## src/hdl/dha_pkg.sv

```systemverilog
`timescale 1ns / 1ps
// ----------------------------------------------------------------------------
// dha_pkg: shared types and constants of the hysteresis alarm core
// Level codes, per-metric rule fields, state entry layout, register indexes.
// ----------------------------------------------------------------------------
package dha_pkg;

  localparam int NumMetricsDef = 6;
  localparam int ValueBitsDef  = 13;

  // configuration register map
  localparam int NumBandRegs = 6;   // bands_m0 .. bands_m5
  localparam int CfgIdxRules = 6;   // rule_flags
  localparam int CfgIdxW     = 3;
  localparam int RuleFlagsW  = 48;
  localparam int RuleByteW   = 8;
  localparam logic [RuleByteW-1:0] RuleByteMask = 8'd255;

  localparam int CountW = 4;
  localparam logic [CountW-1:0] CountMax = 4'd15;

  typedef enum logic [1:0] {
    LvlNone = 2'd0,
    LvlWarn = 2'd1,
    LvlCrit = 2'd2
  } dha_level_e;

  // one rule byte: invert in bit 0, confirm depth in 4:1, root in 7:5
  typedef struct packed {
    logic [2:0]        root;
    logic [CountW-1:0] depth;
    logic              invert;
  } dha_rule_t;

  // one state memory entry per metric
  typedef struct packed {
    logic              dep;
    dha_level_e        level;
    dha_level_e        pend;
    logic [CountW-1:0] cnt;
  } dha_entry_t;

endpackage

```

## src/hdl/dha_if.sv

```systemverilog
`timescale 1ns / 1ps
// ----------------------------------------------------------------------------
// dha_if: request channels of the hysteresis alarm core
// Sample request in, result request out; valid/ready handshake.
// ----------------------------------------------------------------------------
interface dha_sample_if #(
  parameter int VALUE_BITS = dha_pkg::ValueBitsDef
);
  logic                  valid;
  logic                  ready;
  logic [2:0]            metric;
  logic                  sample_ok;
  logic [VALUE_BITS-1:0] value;

  modport source (output valid, metric, sample_ok, value, input ready);
  modport sink   (input valid, metric, sample_ok, value, output ready);
endinterface

interface dha_result_if;
  logic        valid;
  logic        ready;
  logic [1:0]  level;
  logic        event_res;
  logic [1:0]  prev_level;
  logic        dependent;
  logic [1:0]  severity;
  logic [31:0] event_total;

  modport source (output valid, level, event_res, prev_level, dependent, severity,
                  event_total, input ready);
  modport sink   (input valid, level, event_res, prev_level, dependent, severity,
                  event_total, output ready);
endinterface

```

## src/hdl/dha_cfg_regs.sv

```systemverilog
`timescale 1ns / 1ps
// ----------------------------------------------------------------------------
// dha_cfg_regs: threshold and rule registers
// Holds the band and rule registers, selects the set for one metric.
// ----------------------------------------------------------------------------
module dha_cfg_regs #(
  parameter int VALUE_BITS = dha_pkg::ValueBitsDef,
  parameter int CFG_DATA_W = 4 * VALUE_BITS
) (
  input  logic                         clk_i,
  input  logic                         rst_ni,
  input  logic                         cfg_we_i,
  input  logic [dha_pkg::CfgIdxW-1:0]  cfg_idx_i,
  input  logic [CFG_DATA_W-1:0]        cfg_data_i,
  input  logic [2:0]                   sel_metric_i,
  output logic [4*VALUE_BITS-1:0]      bands_o,
  output dha_pkg::dha_rule_t           rule_o
);

  localparam int BandW = 4 * VALUE_BITS;

  logic [BandW-1:0]               bands_q [dha_pkg::NumBandRegs];
  logic [dha_pkg::RuleFlagsW-1:0] rules_q;

  always_ff @(posedge clk_i or negedge rst_ni) begin
    if (!rst_ni) begin
      for (int i = 0; i < dha_pkg::NumBandRegs; i++) begin
        bands_q[i] <= '0;
      end
      rules_q <= '0;
    end else if (cfg_we_i) begin
      for (int i = 0; i < dha_pkg::NumBandRegs; i++) begin
        if (cfg_idx_i == dha_pkg::CfgIdxW'(i)) begin
          bands_q[i] <= cfg_data_i[BandW-1:0];
        end
      end
      if (cfg_idx_i == dha_pkg::CfgIdxW'(dha_pkg::CfgIdxRules)) begin
        rules_q <= cfg_data_i[dha_pkg::RuleFlagsW-1:0];
      end
    end
  end

  // metrics without a register read as all zero
  always_comb begin
    logic [dha_pkg::RuleByteW-1:0] rb;
    bands_o = '0;
    rb      = '0;
    for (int i = 0; i < dha_pkg::NumBandRegs; i++) begin
      if (sel_metric_i == 3'(i)) begin
        bands_o = bands_q[i];
        rb      = rules_q[dha_pkg::RuleByteW*i +: dha_pkg::RuleByteW] & dha_pkg::RuleByteMask;
      end
    end
    rule_o = dha_pkg::dha_rule_t'(rb);
  end

endmodule

```

## src/hdl/dha_state_mem.sv

```systemverilog
`timescale 1ns / 1ps
// ----------------------------------------------------------------------------
// dha_state_mem: per-metric alarm state memory
// One write port, two registered read ports; unwritten entries read as zero.
// ----------------------------------------------------------------------------
module dha_state_mem #(
  parameter int NUM_METRICS = dha_pkg::NumMetricsDef,
  parameter int AW          = (NUM_METRICS > 1) ? $clog2(NUM_METRICS) : 1
) (
  input  logic                clk_i,
  input  logic                rst_ni,
  input  logic                rd_en_i,
  input  logic [AW-1:0]       rd_addr_a_i,
  input  logic [AW-1:0]       rd_addr_b_i,
  output dha_pkg::dha_entry_t rd_entry_a_o,
  output dha_pkg::dha_level_e rd_level_b_o,
  input  logic                wr_en_i,
  input  logic [AW-1:0]       wr_addr_i,
  input  dha_pkg::dha_entry_t wr_entry_i
);

  dha_pkg::dha_entry_t mem [NUM_METRICS];
  logic [NUM_METRICS-1:0] written_q;

  always_ff @(posedge clk_i or negedge rst_ni) begin
    if (!rst_ni) begin
      written_q <= '0;
    end else if (wr_en_i) begin
      written_q[wr_addr_i] <= 1'b1;
    end
  end

  always_ff @(posedge clk_i) begin
    if (wr_en_i) begin
      mem[wr_addr_i] <= wr_entry_i;
    end
  end

  always_ff @(posedge clk_i) begin
    if (rd_en_i) begin
      rd_entry_a_o <= written_q[rd_addr_a_i] ? mem[rd_addr_a_i] : '0;
      rd_level_b_o <= written_q[rd_addr_b_i] ? mem[rd_addr_b_i].level : dha_pkg::LvlNone;
    end
  end

endmodule

```

## src/hdl/dha_update.sv

```systemverilog
`timescale 1ns / 1ps
// ----------------------------------------------------------------------------
// dha_update: hysteresis classify and debounce step
// Computes one metric's next state entry from its current entry and a sample.
// ----------------------------------------------------------------------------
module dha_update #(
  parameter int VALUE_BITS = dha_pkg::ValueBitsDef
) (
  input  logic                    ok_i,
  input  logic [VALUE_BITS-1:0]   value_i,
  input  logic [4*VALUE_BITS-1:0] bands_i,
  input  dha_pkg::dha_rule_t      rule_i,
  input  dha_pkg::dha_entry_t     cur_i,
  input  dha_pkg::dha_level_e     root_level_i,
  input  logic                    root_in_i,
  input  logic                    root_self_i,
  output dha_pkg::dha_entry_t     entry_o,
  output logic                    event_o,
  output dha_pkg::dha_level_e     from_o
);

  logic [VALUE_BITS-1:0] warn_on, warn_clr, crit_on, crit_clr;
  dha_pkg::dha_level_e   cand;
  logic [dha_pkg::CountW-1:0] cnt_inc;

  assign warn_on  = bands_i[0*VALUE_BITS +: VALUE_BITS];
  assign warn_clr = bands_i[1*VALUE_BITS +: VALUE_BITS];
  assign crit_on  = bands_i[2*VALUE_BITS +: VALUE_BITS];
  assign crit_clr = bands_i[3*VALUE_BITS +: VALUE_BITS];

  // candidate level; inverted sense means lower is worse
  always_comb begin
    cand = dha_pkg::LvlNone;
    if (rule_i.invert) begin
      unique case (cur_i.level)
        dha_pkg::LvlCrit: cand = (value_i > crit_clr) ? dha_pkg::LvlWarn : dha_pkg::LvlCrit;
        dha_pkg::LvlWarn: begin
          if (value_i <= crit_on)      cand = dha_pkg::LvlCrit;
          else if (value_i > warn_clr) cand = dha_pkg::LvlNone;
          else                         cand = dha_pkg::LvlWarn;
        end
        default: begin
          if (value_i <= crit_on)      cand = dha_pkg::LvlCrit;
          else if (value_i <= warn_on) cand = dha_pkg::LvlWarn;
          else                         cand = dha_pkg::LvlNone;
        end
      endcase
    end else begin
      unique case (cur_i.level)
        dha_pkg::LvlCrit: cand = (value_i < crit_clr) ? dha_pkg::LvlWarn : dha_pkg::LvlCrit;
        dha_pkg::LvlWarn: begin
          if (value_i >= crit_on)      cand = dha_pkg::LvlCrit;
          else if (value_i < warn_clr) cand = dha_pkg::LvlNone;
          else                         cand = dha_pkg::LvlWarn;
        end
        default: begin
          if (value_i >= crit_on)      cand = dha_pkg::LvlCrit;
          else if (value_i >= warn_on) cand = dha_pkg::LvlWarn;
          else                         cand = dha_pkg::LvlNone;
        end
      endcase
    end
  end

  assign cnt_inc = (cur_i.cnt < dha_pkg::CountMax) ? cur_i.cnt + 1'b1 : cur_i.cnt;

  // a differing pending level always carries a count of at least one,
  // so depths of zero and one confirm on the second sample
  always_comb begin
    entry_o = cur_i;
    event_o = 1'b0;
    from_o  = dha_pkg::LvlNone;
    priority if (!ok_i) begin
      entry_o.level = dha_pkg::LvlNone;
      entry_o.pend  = dha_pkg::LvlNone;
      entry_o.cnt   = '0;
    end else if (cand == cur_i.level) begin
      entry_o.pend = cur_i.level;
      entry_o.cnt  = '0;
    end else if (cand != cur_i.pend) begin
      entry_o.pend = cand;
      entry_o.cnt  = dha_pkg::CountW'(1);
    end else if (cnt_inc >= rule_i.depth) begin
      event_o       = 1'b1;
      from_o        = cur_i.level;
      entry_o.level = cand;
      entry_o.cnt   = '0;
      entry_o.dep   = root_in_i && (cand != dha_pkg::LvlNone) &&
                      (root_self_i || (root_level_i != dha_pkg::LvlNone));
    end else begin
      entry_o.cnt = cnt_inc;
    end
  end

endmodule

```

## src/hdl/debounced_hysteresis_alarm_core.sv

```systemverilog
`timescale 1ns / 1ps
// ----------------------------------------------------------------------------
// debounced_hysteresis_alarm_core: multi-level hysteresis alarm with debounce
// Per-metric state in a small two-read-port memory; read-modify-write pipe.
// ----------------------------------------------------------------------------
// Pipeline: an accepted sample is registered in stage 1, its result in the output register.
// Throughput: one sample per cycle unless the result output stalls; the state memory read in
//   the accept cycle and the previous sample's stage 1 write-back are bridged by a one-entry bypass.
// Reset: control, counters and config clear at once; the state memory keeps
//   one written bit per entry, so unwritten entries read as none, no sweep.
// ----------------------------------------------------------------------------
module debounced_hysteresis_alarm_core #(
  parameter int NUM_METRICS = dha_pkg::NumMetricsDef,
  parameter int VALUE_BITS  = dha_pkg::ValueBitsDef,
  localparam int CfgDataW   = (4 * VALUE_BITS > dha_pkg::RuleFlagsW) ?
                              4 * VALUE_BITS : dha_pkg::RuleFlagsW
) (
  input  logic                        clk_i,
  input  logic                        rst_ni,
  input  logic                        cfg_we_i,
  input  logic [dha_pkg::CfgIdxW-1:0] cfg_idx_i,
  input  logic [CfgDataW-1:0]         cfg_data_i,
  dha_sample_if.sink                  sample_i,
  dha_result_if.source                result_o
);

  localparam int AW    = (NUM_METRICS > 1) ? $clog2(NUM_METRICS) : 1;
  localparam int CntW  = $clog2(NUM_METRICS + 1);
  localparam int BandW = 4 * VALUE_BITS;

  // --------------------------------------------------------------------------
  // Stage 0: accept, select the metric's rule and bands, issue memory reads
  // (own entry on port A, root metric's level on port B).
  // --------------------------------------------------------------------------
  logic               accept;
  logic [BandW-1:0]   sel_bands;
  dha_pkg::dha_rule_t sel_rule;

  dha_cfg_regs #(
    .VALUE_BITS (VALUE_BITS),
    .CFG_DATA_W (CfgDataW)
  ) u_cfg (
    .clk_i        (clk_i),
    .rst_ni       (rst_ni),
    .cfg_we_i     (cfg_we_i),
    .cfg_idx_i    (cfg_idx_i),
    .cfg_data_i   (cfg_data_i),
    .sel_metric_i (sample_i.metric),
    .bands_o      (sel_bands),
    .rule_o       (sel_rule)
  );

  // Stage 1 registers
  logic                  s1_valid_q;
  logic [2:0]            s1_metric_q;
  logic                  s1_ok_q;
  logic [VALUE_BITS-1:0] s1_value_q;
  logic [BandW-1:0]      s1_bands_q;
  dha_pkg::dha_rule_t    s1_rule_q;
  logic                  s1_adv;

  // Output register
  logic                out_valid_q;
  dha_pkg::dha_level_e out_level_q, out_from_q, out_sev_q;
  logic                out_event_q, out_dep_q;
  logic [31:0]         out_total_q;

  assign s1_adv         = s1_valid_q && (!out_valid_q || result_o.ready);
  assign sample_i.ready = !s1_valid_q || s1_adv;
  assign accept         = sample_i.valid && sample_i.ready;

  always_ff @(posedge clk_i or negedge rst_ni) begin
    if (!rst_ni) begin
      s1_valid_q <= 1'b0;
    end else if (accept) begin
      s1_valid_q <= 1'b1;
    end else if (s1_adv) begin
      s1_valid_q <= 1'b0;
    end
  end

  always_ff @(posedge clk_i) begin
    if (accept) begin
      s1_metric_q <= sample_i.metric;
      s1_ok_q     <= sample_i.sample_ok;
      s1_value_q  <= sample_i.value;
      s1_bands_q  <= sel_bands;
      s1_rule_q   <= sel_rule;
    end
  end

  // --------------------------------------------------------------------------
  // State memory and write-back bypass. The bypass holds the latest write,
  // which always matches the memory's newest content for that entry, so it
  // covers the read that races the previous sample's write-back.
  // --------------------------------------------------------------------------
  dha_pkg::dha_entry_t mem_entry, cur_entry, upd_entry;
  dha_pkg::dha_level_e mem_root_level, root_level;
  logic                wr_en;
  logic [AW-1:0]       s1_addr, root_addr;

  logic                byp_valid_q;
  logic [AW-1:0]       byp_addr_q;
  dha_pkg::dha_entry_t byp_entry_q;

  dha_state_mem #(
    .NUM_METRICS (NUM_METRICS),
    .AW          (AW)
  ) u_mem (
    .clk_i        (clk_i),
    .rst_ni       (rst_ni),
    .rd_en_i      (accept),
    .rd_addr_a_i  (sample_i.metric[AW-1:0]),
    .rd_addr_b_i  (sel_rule.root[AW-1:0]),
    .rd_entry_a_o (mem_entry),
    .rd_level_b_o (mem_root_level),
    .wr_en_i      (wr_en),
    .wr_addr_i    (s1_addr),
    .wr_entry_i   (upd_entry)
  );

  assign s1_addr   = s1_metric_q[AW-1:0];
  assign root_addr = s1_rule_q.root[AW-1:0];

  assign cur_entry  = (byp_valid_q && byp_addr_q == s1_addr) ? byp_entry_q : mem_entry;
  assign root_level = (byp_valid_q && byp_addr_q == root_addr) ? byp_entry_q.level
                                                               : mem_root_level;

  always_ff @(posedge clk_i or negedge rst_ni) begin
    if (!rst_ni) begin
      byp_valid_q <= 1'b0;
    end else if (wr_en) begin
      byp_valid_q <= 1'b1;
    end
  end

  always_ff @(posedge clk_i) begin
    if (wr_en) begin
      byp_addr_q  <= s1_addr;
      byp_entry_q <= upd_entry;
    end
  end

  // --------------------------------------------------------------------------
  // Stage 1: classify, debounce, commit. A root equal to the metric itself
  // sees the freshly committed level.
  // --------------------------------------------------------------------------
  logic                s1_in_range, root_in, root_self, upd_event;
  dha_pkg::dha_level_e upd_from;

  assign s1_in_range = int'(s1_metric_q) < NUM_METRICS;
  assign root_in     = int'(s1_rule_q.root) < NUM_METRICS;
  assign root_self   = s1_rule_q.root == s1_metric_q;
  assign wr_en       = s1_adv && s1_in_range;

  dha_update #(
    .VALUE_BITS (VALUE_BITS)
  ) u_upd (
    .ok_i         (s1_ok_q),
    .value_i      (s1_value_q),
    .bands_i      (s1_bands_q),
    .rule_i       (s1_rule_q),
    .cur_i        (cur_entry),
    .root_level_i (root_level),
    .root_in_i    (root_in),
    .root_self_i  (root_self),
    .entry_o      (upd_entry),
    .event_o      (upd_event),
    .from_o       (upd_from)
  );

  // --------------------------------------------------------------------------
  // Severity: count of non-dependent metrics at warning and at critical,
  // adjusted by the old and new contribution of the metric being written.
  // --------------------------------------------------------------------------
  logic [CntW-1:0]     cnt_warn_q, cnt_warn_d, cnt_crit_q, cnt_crit_d;
  logic [31:0]         total_q, total_d;
  logic                old_w, old_c, new_w, new_c;
  dha_pkg::dha_level_e sev_d;

  assign old_w = !cur_entry.dep && cur_entry.level == dha_pkg::LvlWarn;
  assign old_c = !cur_entry.dep && cur_entry.level == dha_pkg::LvlCrit;
  assign new_w = !upd_entry.dep && upd_entry.level == dha_pkg::LvlWarn;
  assign new_c = !upd_entry.dep && upd_entry.level == dha_pkg::LvlCrit;

  always_comb begin
    cnt_warn_d = cnt_warn_q;
    cnt_crit_d = cnt_crit_q;
    total_d    = total_q;
    if (s1_in_range) begin
      cnt_warn_d = cnt_warn_q + CntW'(new_w) - CntW'(old_w);
      cnt_crit_d = cnt_crit_q + CntW'(new_c) - CntW'(old_c);
      total_d    = total_q + 32'(upd_event);
    end
    priority if (cnt_crit_d != '0) sev_d = dha_pkg::LvlCrit;
    else if (cnt_warn_d != '0)     sev_d = dha_pkg::LvlWarn;
    else                           sev_d = dha_pkg::LvlNone;
  end

  always_ff @(posedge clk_i or negedge rst_ni) begin
    if (!rst_ni) begin
      cnt_warn_q <= '0;
      cnt_crit_q <= '0;
      total_q    <= '0;
    end else if (s1_adv) begin
      cnt_warn_q <= cnt_warn_d;
      cnt_crit_q <= cnt_crit_d;
      total_q    <= total_d;
    end
  end

  // --------------------------------------------------------------------------
  // Output register; out-of-range metrics report zeros plus the totals.
  // --------------------------------------------------------------------------
  always_ff @(posedge clk_i or negedge rst_ni) begin
    if (!rst_ni) begin
      out_valid_q <= 1'b0;
    end else if (s1_adv) begin
      out_valid_q <= 1'b1;
    end else if (result_o.ready) begin
      out_valid_q <= 1'b0;
    end
  end

  always_ff @(posedge clk_i) begin
    if (s1_adv) begin
      out_level_q <= s1_in_range ? upd_entry.level : dha_pkg::LvlNone;
      out_event_q <= s1_in_range && upd_event;
      out_from_q  <= s1_in_range ? upd_from : dha_pkg::LvlNone;
      out_dep_q   <= s1_in_range && upd_entry.dep;
      out_sev_q   <= sev_d;
      out_total_q <= total_d;
    end
  end

  assign result_o.valid       = out_valid_q;
  assign result_o.level       = out_level_q;
  assign result_o.event_res   = out_event_q;
  assign result_o.prev_level  = out_from_q;
  assign result_o.dependent   = out_dep_q;
  assign result_o.severity    = out_sev_q;
  assign result_o.event_total = out_total_q;

  // --------------------------------------------------------------------------
  // Assertions
  // --------------------------------------------------------------------------
  a_cnt_bound: assert property (@(posedge clk_i) disable iff (!rst_ni)
    int'(cnt_warn_q) + int'(cnt_crit_q) <= NUM_METRICS)
    else $error("severity counts exceed metric count");

  a_total_step: assert property (@(posedge clk_i) disable iff (!rst_ni)
    wr_en && upd_event |=> total_q == $past(total_q) + 32'd1)
    else $error("transition total did not advance on an event");

  a_event_moves: assert property (@(posedge clk_i) disable iff (!rst_ni)
    wr_en && upd_event |-> upd_entry.level != cur_entry.level)
    else $error("event without a level change");

  a_s1_hold: assert property (@(posedge clk_i) disable iff (!rst_ni)
    s1_valid_q && !s1_adv |=> s1_valid_q && $stable(s1_metric_q))
    else $error("stalled stage 1 sample lost");

endmodule
```

## src/flat_wrapper.sv

```systemverilog
// flat-port wrapper written by rule: the top's interface ports become plain ports
module debounced_hysteresis_alarm_core_flat 
#(
  parameter int NUM_METRICS = dha_pkg::NumMetricsDef,
  parameter int VALUE_BITS  = dha_pkg::ValueBitsDef,
  localparam int CfgDataW   = (4 * VALUE_BITS > dha_pkg::RuleFlagsW) ?
                              4 * VALUE_BITS : dha_pkg::RuleFlagsW
)
  (clk_i, rst_ni, cfg_we_i, cfg_idx_i, cfg_data_i, sample_i_valid, sample_i_metric, sample_i_sample_ok, sample_i_value, sample_i_ready, result_o_valid, result_o_level, result_o_event_res, result_o_prev_level, result_o_dependent, result_o_severity, result_o_event_total, result_o_ready);
  dha_sample_if #(.VALUE_BITS(VALUE_BITS)) sample_i_i ();
  dha_result_if result_o_i ();
  input  logic clk_i;
  input  logic rst_ni;
  input  logic cfg_we_i;
  input  logic [dha_pkg::CfgIdxW-1:0] cfg_idx_i;
  input  logic [CfgDataW-1:0] cfg_data_i;
  input wire logic [$bits(sample_i_i.valid)-1:0] sample_i_valid;
  input wire logic [$bits(sample_i_i.metric)-1:0] sample_i_metric;
  input wire logic [$bits(sample_i_i.sample_ok)-1:0] sample_i_sample_ok;
  input wire logic [$bits(sample_i_i.value)-1:0] sample_i_value;
  output wire logic [$bits(sample_i_i.ready)-1:0] sample_i_ready;
  output wire logic [$bits(result_o_i.valid)-1:0] result_o_valid;
  output wire logic [$bits(result_o_i.level)-1:0] result_o_level;
  output wire logic [$bits(result_o_i.event_res)-1:0] result_o_event_res;
  output wire logic [$bits(result_o_i.prev_level)-1:0] result_o_prev_level;
  output wire logic [$bits(result_o_i.dependent)-1:0] result_o_dependent;
  output wire logic [$bits(result_o_i.severity)-1:0] result_o_severity;
  output wire logic [$bits(result_o_i.event_total)-1:0] result_o_event_total;
  input wire logic [$bits(result_o_i.ready)-1:0] result_o_ready;
  assign sample_i_i.valid = sample_i_valid;
  assign sample_i_i.metric = sample_i_metric;
  assign sample_i_i.sample_ok = sample_i_sample_ok;
  assign sample_i_i.value = sample_i_value;
  assign sample_i_ready = sample_i_i.ready;
  assign result_o_valid = result_o_i.valid;
  assign result_o_level = result_o_i.level;
  assign result_o_event_res = result_o_i.event_res;
  assign result_o_prev_level = result_o_i.prev_level;
  assign result_o_dependent = result_o_i.dependent;
  assign result_o_severity = result_o_i.severity;
  assign result_o_event_total = result_o_i.event_total;
  assign result_o_i.ready = result_o_ready;
  debounced_hysteresis_alarm_core #(.NUM_METRICS(NUM_METRICS), .VALUE_BITS(VALUE_BITS)) u_core (.clk_i(clk_i), .rst_ni(rst_ni), .cfg_we_i(cfg_we_i), .cfg_idx_i(cfg_idx_i), .cfg_data_i(cfg_data_i), .sample_i(sample_i_i), .result_o(result_o_i));
endmodule
```

## config.mk

```make
export PLATFORM = sky130hd
export DESIGN_NAME = debounced_hysteresis_alarm_core_flat
export DESIGN_NICKNAME = d
export VERILOG_FILES = /design/src/hdl/dha_pkg.sv /design/src/hdl/dha_if.sv /design/src/hdl/dha_cfg_regs.sv /design/src/hdl/dha_state_mem.sv /design/src/hdl/dha_update.sv /design/src/hdl/debounced_hysteresis_alarm_core.sv /design/src/flat_wrapper.sv
export SDC_FILE = /design/constraint.sdc
export NUM_CORES = 1
export LEC_CHECK = 0
export ABC_CLOCK_PERIOD_IN_PS = 5970
export BUFFER_PORTS_ARGS = -buffer_cell sky130_fd_sc_hd__clkbuf_2
export CAP_MARGIN = 0
export CELL_PAD_IN_SITES_DETAIL_PLACEMENT = 0
export CELL_PAD_IN_SITES_GLOBAL_PLACEMENT = 1
export CORE_ASPECT_RATIO = 1.75
export CORE_MARGIN = 4
export CORE_UTILIZATION = 45
export CTS_CLUSTER_SIZE = 25
export DETAILED_ROUTE_END_ITERATION = 16
export PLACE_DENSITY_LB_ADDON = 0.1
export SETUP_SLACK_MARGIN = 0.15
export SLEW_MARGIN = 20
export SYNTH_ARGS = -nofsm -noshare
export SYNTH_HDL_FRONTEND = slang
export SYNTH_SLANG_ARGS = --single-unit
export TNS_END_PERCENT = 50
```

## constraint.sdc

```tcl
create_clock -name clk_i -period 5.97 [get_ports clk_i]
set_input_delay 0.8955 -clock clk_i [delete_from_list [all_inputs] [get_ports clk_i]]
set_output_delay 0.8955 -clock clk_i [all_outputs]
set_load 0.1 [all_outputs]
```

==> results of run 1 <==
## layout make-up
cell class                 count  area share
sequential                   601       0.517
multi-input combinational   1294       0.350
clock inverter                16     0.00493
tap                          786      0.0317
clock buffer                  87      0.0539
timing repair buffer         169      0.0332
inverter                      78     0.00945
antenna                        1   0.0000808
## Yosys cell counts, drive strengths merged (9+ instances only)
library cell	count	area (um^2)
o21a	22	165
and3	12	75.1
a21o	11	82.6
and2	13	81.3
o221ai	36	322
mux2i	70	701
a21oi	93	473
a22oi	48	360
nor2	115	432
mux2	394	4440
nand3	18	90.1
or2	9	56.3
xnor2	45	394
edfxtp	194	5830
buf	23	95.1
inv	78	293
xor2	33	289
mux4	10	225
clkbuf	87	327
dfrtp	407	10200
o21ai	40	200
ha	65	813
nand2	112	420
o22a	27	236
nand4	22	144
nor3	19	95.1
a211oi	17	128
## registers in the layout (all words and copies together), names as in the netlist, 5 cells and up
name	cells
u_core.u_mem.mem	54
u_core.u_mem.written_q	6
u_core.byp_entry_q	9
u_core.u_cfg.rules_q	48
u_core.result_o.event_total	32
u_core.s1_rule_q	5
u_core.s1_value_q	13
u_core.u_mem.rd_entry_a_o	9
u_core.u_cfg.bands_q	312
u_core.total_q	32
u_core.s1_bands_q	52
## worst max-delay path, stage by stage (launching register included)
cell      delay, ps
edfxtp_1        420
xnor2_1         180
nand4_1         100
buf_4           180
mux2i_2         280
inv_1           120
ha_1            270
nor2_1          190
a311oi_1         90
a211oi_2        390
o22ai_1         170
nor4b_4         340
o311ai_2        200
a211o_1         360
inv_1            70
ha_1            160
nand4_1         120
nor3_1          140
nor3b_2         230
and3_1          230
and3_2          240
and3_1          230
nand4_1         210
buf_4           230
xnor2_1         110
## power groups by stage
stage | sequential, uW | clock, uW | combinational, uW
floorplan | 5500 | 0 | 1320
global placement | 5400 | 0 | 1990
detailed placement | 5440 | 0 | 2050
CTS | 5360 | 3680 | 2060
global route | 5430 | 3840 | 2240
finish | 5360 | 3580 | 2040
## per-stage QoR
step,instance area (um^2),worst slack (ps),instances
global placement,29000,371,2920
CTS,30900,308,3023
detailed placement,29000,180,2920
floorplan,27500,242,2083
finish,31000,577,3032
global route,31000,138,3031
## layer usage
layer | vias to the layer above | GRT usage
met5 | - | 0
met4 | 0 | 0.0592
met3 | 92 | 0.0281
met2 | 316 | 0.402
met1 | 8905 | 0.276
li1 | 7832 | -
## logic make-up after synthesis
family	share of synthesized area
AO/OA/AOI/OAI	0.0807
XOR/XNOR	0.0248
adder cells (fa/ha/maj)	0.0310
buffers and inverters	0.0260
flip-flops	0.582
multiplexers	0.195
AND/OR/NAND/NOR	0.0601
## worst paths after layout
check                                            end  depth (start not counted)  slack (ps)
max                               u_core.total_q[23]                         24         580
min                            u_core.result_o.valid                          1         340
max reg2reg                       u_core.total_q[23]                         24         580
min reg2reg                    u_core.result_o.valid                          1         500
max in group asynchronous  u_core.u_cfg.bands_q[246]                          3        4120
min in group clk_i              u_core.s1_value_q[0]                          1         460
## repair_timing
action                                  CTS  global route
gates resized for setup                   1             7
gates cloned                              0             1
buffers inserted                          0             6
pin swaps                                 0             4
endpoints found under the setup margin    2            12
hold endpoints to repair                  0             0
==> results.cfg, run 1 <==
[die]
die-area_mm2 = 0.0653
ios = 119
fp.dieH_um = 335
start_util = 0.456
core_mm2 = 0.0603
die_w_um = 195
rows = 119

[clock_network]
cts_tree = done
clock_latency_ps = 610
htreeDepth = 2
path_clk_slew_ps = 60
holdBufCountCts = 0
clkSinkCount = 601
numCtsBuffers = 56
cts_max_path_buffers = 3
clockRootBuffer = clkbuf_16

[power_and_ir_drop]
p_comb_frac = 0.186
p_int_uw = 7950
powerDensity_mw_per_mm2 = 354
netSwitchingPower_uw = 3040
power_frac_seq = 0.488
power_uw = 11000
swShare = 0.276
vdd_drop_max_mv = 0.239
p_leak_uw = 0.0131
clkPwrFrac = 0.326

[timing]
fin_crit_ps = 5390
timing.final.crit_share = 0.903
slew_headroom = 0.272
finalSetupViolCount = 0
tns_ps = 0
worst_pin_slew_ps = 1090
rsz0062_at_grt = false
final-hold-violation-count = 0
hold_ws_ps = 339
max_freq_mhz = 185
fin_skew_ps = 11.6
maxSlewViolCount = 0

[logic_synthesis]
syn_inst = 2083
synthArstFlopShare = 0.677
synth_fp_nets = 2227
ys_seq_elements = 601
synth_enable_flop_cells = 194
syn-cell-area_mm2 = 0.0275
ys_warn_count = 0
yosysUniqueCellTypes = 66
synth_ff_type = dfrtp_1
synth_seq_area_share = 0.582
syn_area_per_cell_um2 = 13.2

[global_route]
grt_pass1_vias = 18119
grt_antenna_before_repair = 1
grt_overflow = 0
grt_use_total = 0.220
grt_max_degree = 187
grt_pass1_wl_um = 111000

[detailed_routing]
postRouteAntennaNets = 0
drtPass1Iterations = 7
detail_route.wl_per_cell_um = 23.9
top_layer = met4
drcViolationCount = 0
drt_wl_total_um = 72300
wl_met3_um = 2420
via_per_inst = 5.65
drt_iter0_markers = 923
num_vias = 17145
drt-met1-wl_um = 29600
met2_length_um = 38400

[setup_path]
cp.arrival_ps = 5880
reg2reg_from = u_core.byp_addr_q[2]
crit_path_max_fanout = 5
critPathLaunchType = register
path_class = register to register
end_kind = register
cp_data_required_time_ps = 6460
startpoint = u_core.byp_addr_q[2]

[final_layout]
final_core_util = 0.514
multiInputGateArea_mm2 = 0.0108
drive_gt1_frac = 0.310
seq_area_mm2 = 0.0160
nets = 2344
fillers = 5279
area_delta_synth_final_pct = 12.7
final_cell_mix = dfrtp_1 (407), mux2_2 (393), edfxtp_1 (194), clkbuf_2 (114), nand2_1 (112)
layout_commonest_cell = dfrtp_1

[flow_run]
max_cap_viol_count = 0

[placement]
portBuffers = 118
gp_congestion = 0.847
dpl.hpwl_um = 47200

[outcome]
status = finished clean

[worst_hold_path]
hold_class = primary input to async pin
No activity file was read; power rests on OpenSTA's default activity.
==> run 2: changes to the inputs <==
--- a/config.mk
+++ b/config.mk
@@ -15,7 +15,8 @@
 export CORE_UTILIZATION = 45
 export CTS_CLUSTER_SIZE = 25
 export DETAILED_ROUTE_END_ITERATION = 16
-export PLACE_DENSITY_LB_ADDON = 0.1
+export PLACE_DENSITY = 0.77
+export RECOVER_POWER = 50
 export SETUP_SLACK_MARGIN = 0.15
 export SLEW_MARGIN = 20
 export SYNTH_ARGS = -nofsm -noshare
==> results.cfg, run 2 (synthesis gave the netlist of run 1 again) <==
[timing]
rsz0062_at_grt = false
tns_ps = 0
maxSlewViolCount = 782
timing.final.crit_share = 0.900
worst_pin_slew_ps = 4150
fin_skew_ps = 32.7
finalSetupViolCount = 0
final-hold-violation-count = 0
fin_crit_ps = 5370
hold_ws_ps = 432
max_freq_mhz = 186
slew_headroom = -1.77

[outcome]
status = finished with violations
violations = capacitance limit, slew limit

[setup_path]
crit_chain = xnor2_1, nand4_1, buf_6, mux2i_2, inv_1, ha_1, nor2_1, a311oi_2, a211oi_4, o22ai_1, nor4b_4, o311ai_2, a211o_1, inv_1, ha_1, nand4_1, nor3_1, nor3b_2, and3_1, and3_1, and3_1, nand4_1, nor2_1, xor2_1
path_class = register to register
critPathLaunchType = register
slowest_delay_ps = 420
crit_path_max_fanout = 13
reg2reg_from = u_core.byp_addr_q[0]
end_kind = register
cp_slowest_cell = edfxtp_1
reg2reg_slack_ps = 600
cp_data_required_time_ps = 6520
cp.arrival_ps = 5920
r2r_end = u_core.total_q[27]
reg2reg_depth = 24

[placement]
dpl.cell_count = 2914
dpl.hpwl_um = 45500
portBuffers = 118
gp_congestion = 0.906

[die]
ios = 119
die_w_um = 195
start_util = 0.456
core_mm2 = 0.0603
fp.dieH_um = 335
rows = 119
die-area_mm2 = 0.0653

[final_layout]
largestRegisters = u_core.u_cfg.bands_q x312, u_core.u_mem.mem x54, u_core.s1_bands_q x52
final_cell_mix = dfrtp_1 (407), mux2_2 (393), edfxtp_1 (194), nand2_1 (112), nor2_1 (111)
largest-register = u_core.u_cfg.bands_q
layout_commonest_cell = dfrtp_1
nets = 2329
largest_reg_flops = 312
final_cells = 3017
drive_gt1_frac = 0.295
area_delta_synth_final_pct = 12.3
final_core_util = 0.512

[detailed_routing]
drt_wl_total_um = 69300
num_vias = 17188
drt_iter0_markers = 860
detail_route.wl_per_cell_um = 23.0
via_per_inst = 5.70
drtPass1Iterations = 5
drcViolationCount = 0
postRouteAntennaNets = 0

[global_route]
grt_antenna_before_repair = 4
grt_overflow = 0
grt_pass1_wl_um = 108000
grt_use_total = 0.211
grt_max_degree = 125
grt_pass1_vias = 18031

[clock_network]
htreeDepth = 2
cts_max_path_buffers = 3
clock_latency_ps = 640
cts_tree = done
holdBufCountCts = 0
numCtsBuffers = 55
clkSinkCount = 601
path_clk_slew_ps = 70
post_cts_buffers = 0
clockRootBuffer = clkbuf_16

[power_and_ir_drop]
power_frac_seq = 0.484
p_comb_frac = 0.183
power_uw = 11100
powerDensity_mw_per_mm2 = 360
p_leak_uw = 0.0130
clkPwrFrac = 0.333
swShare = 0.279
netSwitchingPower_uw = 3100
vdd_drop_max_mv = 0.254
p_int_uw = 8000

[worst_hold_path]
hold_depth = 1
min_delay_worst_endpoint = u_core.s1_value_q[0]
holdCritStartpoint = sample_i_value[0]
hold_class = primary input to register

[flow_run]
max_cap_viol_count = 12
-- run 2: worst max-delay path: cells and delay by family (launching register included) --
kind	cells	cell delay (ps)
multiplexers	1	310
XOR/XNOR	2	320
adder cells (fa/ha/maj)	2	430
buffers and inverters	3	380
flip-flops	1	420
AND/OR/NAND/NOR	11	2310
AO/OA/AOI/OAI	5	1090
-- run 2: timing repair --
item,in CTS,in global routing
pin swaps,0,1
resized for setup,1,8
endpoints found under the setup margin,1,10
-- run 2: final cells by class --
type                    count  area, um^2
fillers                  5214       29400
flip-flops and latches    601       16000
multi-input cells        1294       10900
clock buffers              75        1550
well taps                 786         983
repair buffers            155         822
clock inverters            26         339
inverters                  78         293
diodes                      2        5.00
-- run 2: how the worst max path moves through the flow --
stage,endpoint,depth (start not counted),startpoint,slack (ps)
final,u_core.total_q[27],24,u_core.byp_addr_q[0],600
after global routing,u_core.total_q[29],25,u_core.byp_addr_q[0],170
after CTS,u_core.result_o.event_total[31],24,u_core.byp_addr_q[0],320
after detailed placement,u_core.result_o.event_total[31],24,u_core.byp_addr_q[0],170
after global placement,u_core.result_o.event_total[31],24,u_core.byp_addr_q[0],260
after floorplan,u_core.result_o.event_total[31],25,u_core.s1_addr[2],240
-- run 2: metal layers --
| metal | vias up | share of wire | wire [um] | GRT usage |
|---|---|---|---|---|
| met5 | - | 0.00019 | 13 | 0 |
| met4 | 2 | 0.040 | 2780 | 0.0803 |
| met3 | 117 | 0.040 | 2750 | 0.0312 |
| met2 | 368 | 0.53 | 36700 | 0.384 |
| met1 | 8911 | 0.39 | 27000 | 0.252 |
| li1 | 7790 | - | - | - |
-- run 2: through the flow --
step           area, um^2  setup slack (ps)
6_report            30900               596
3_3_place_gp        29000               260
3_5_place_dp        29000               172
5_1_grt             30900               171
4_1_cts             30900               323
2_1_floorplan       27500               242
-- run 2: power by group through the flow --
stage / Combinational (uW) / Clock [uW] / Sequential, uW
floorplan: 1320 / 0 / 5500
global placement: 1970 / 0 / 5400
detailed placement: 2040 / 0 / 5440
CTS: 2050 / 3790 / 5360
global route: 2240 / 3940 / 5440
finish: 2030 / 3700 / 5370
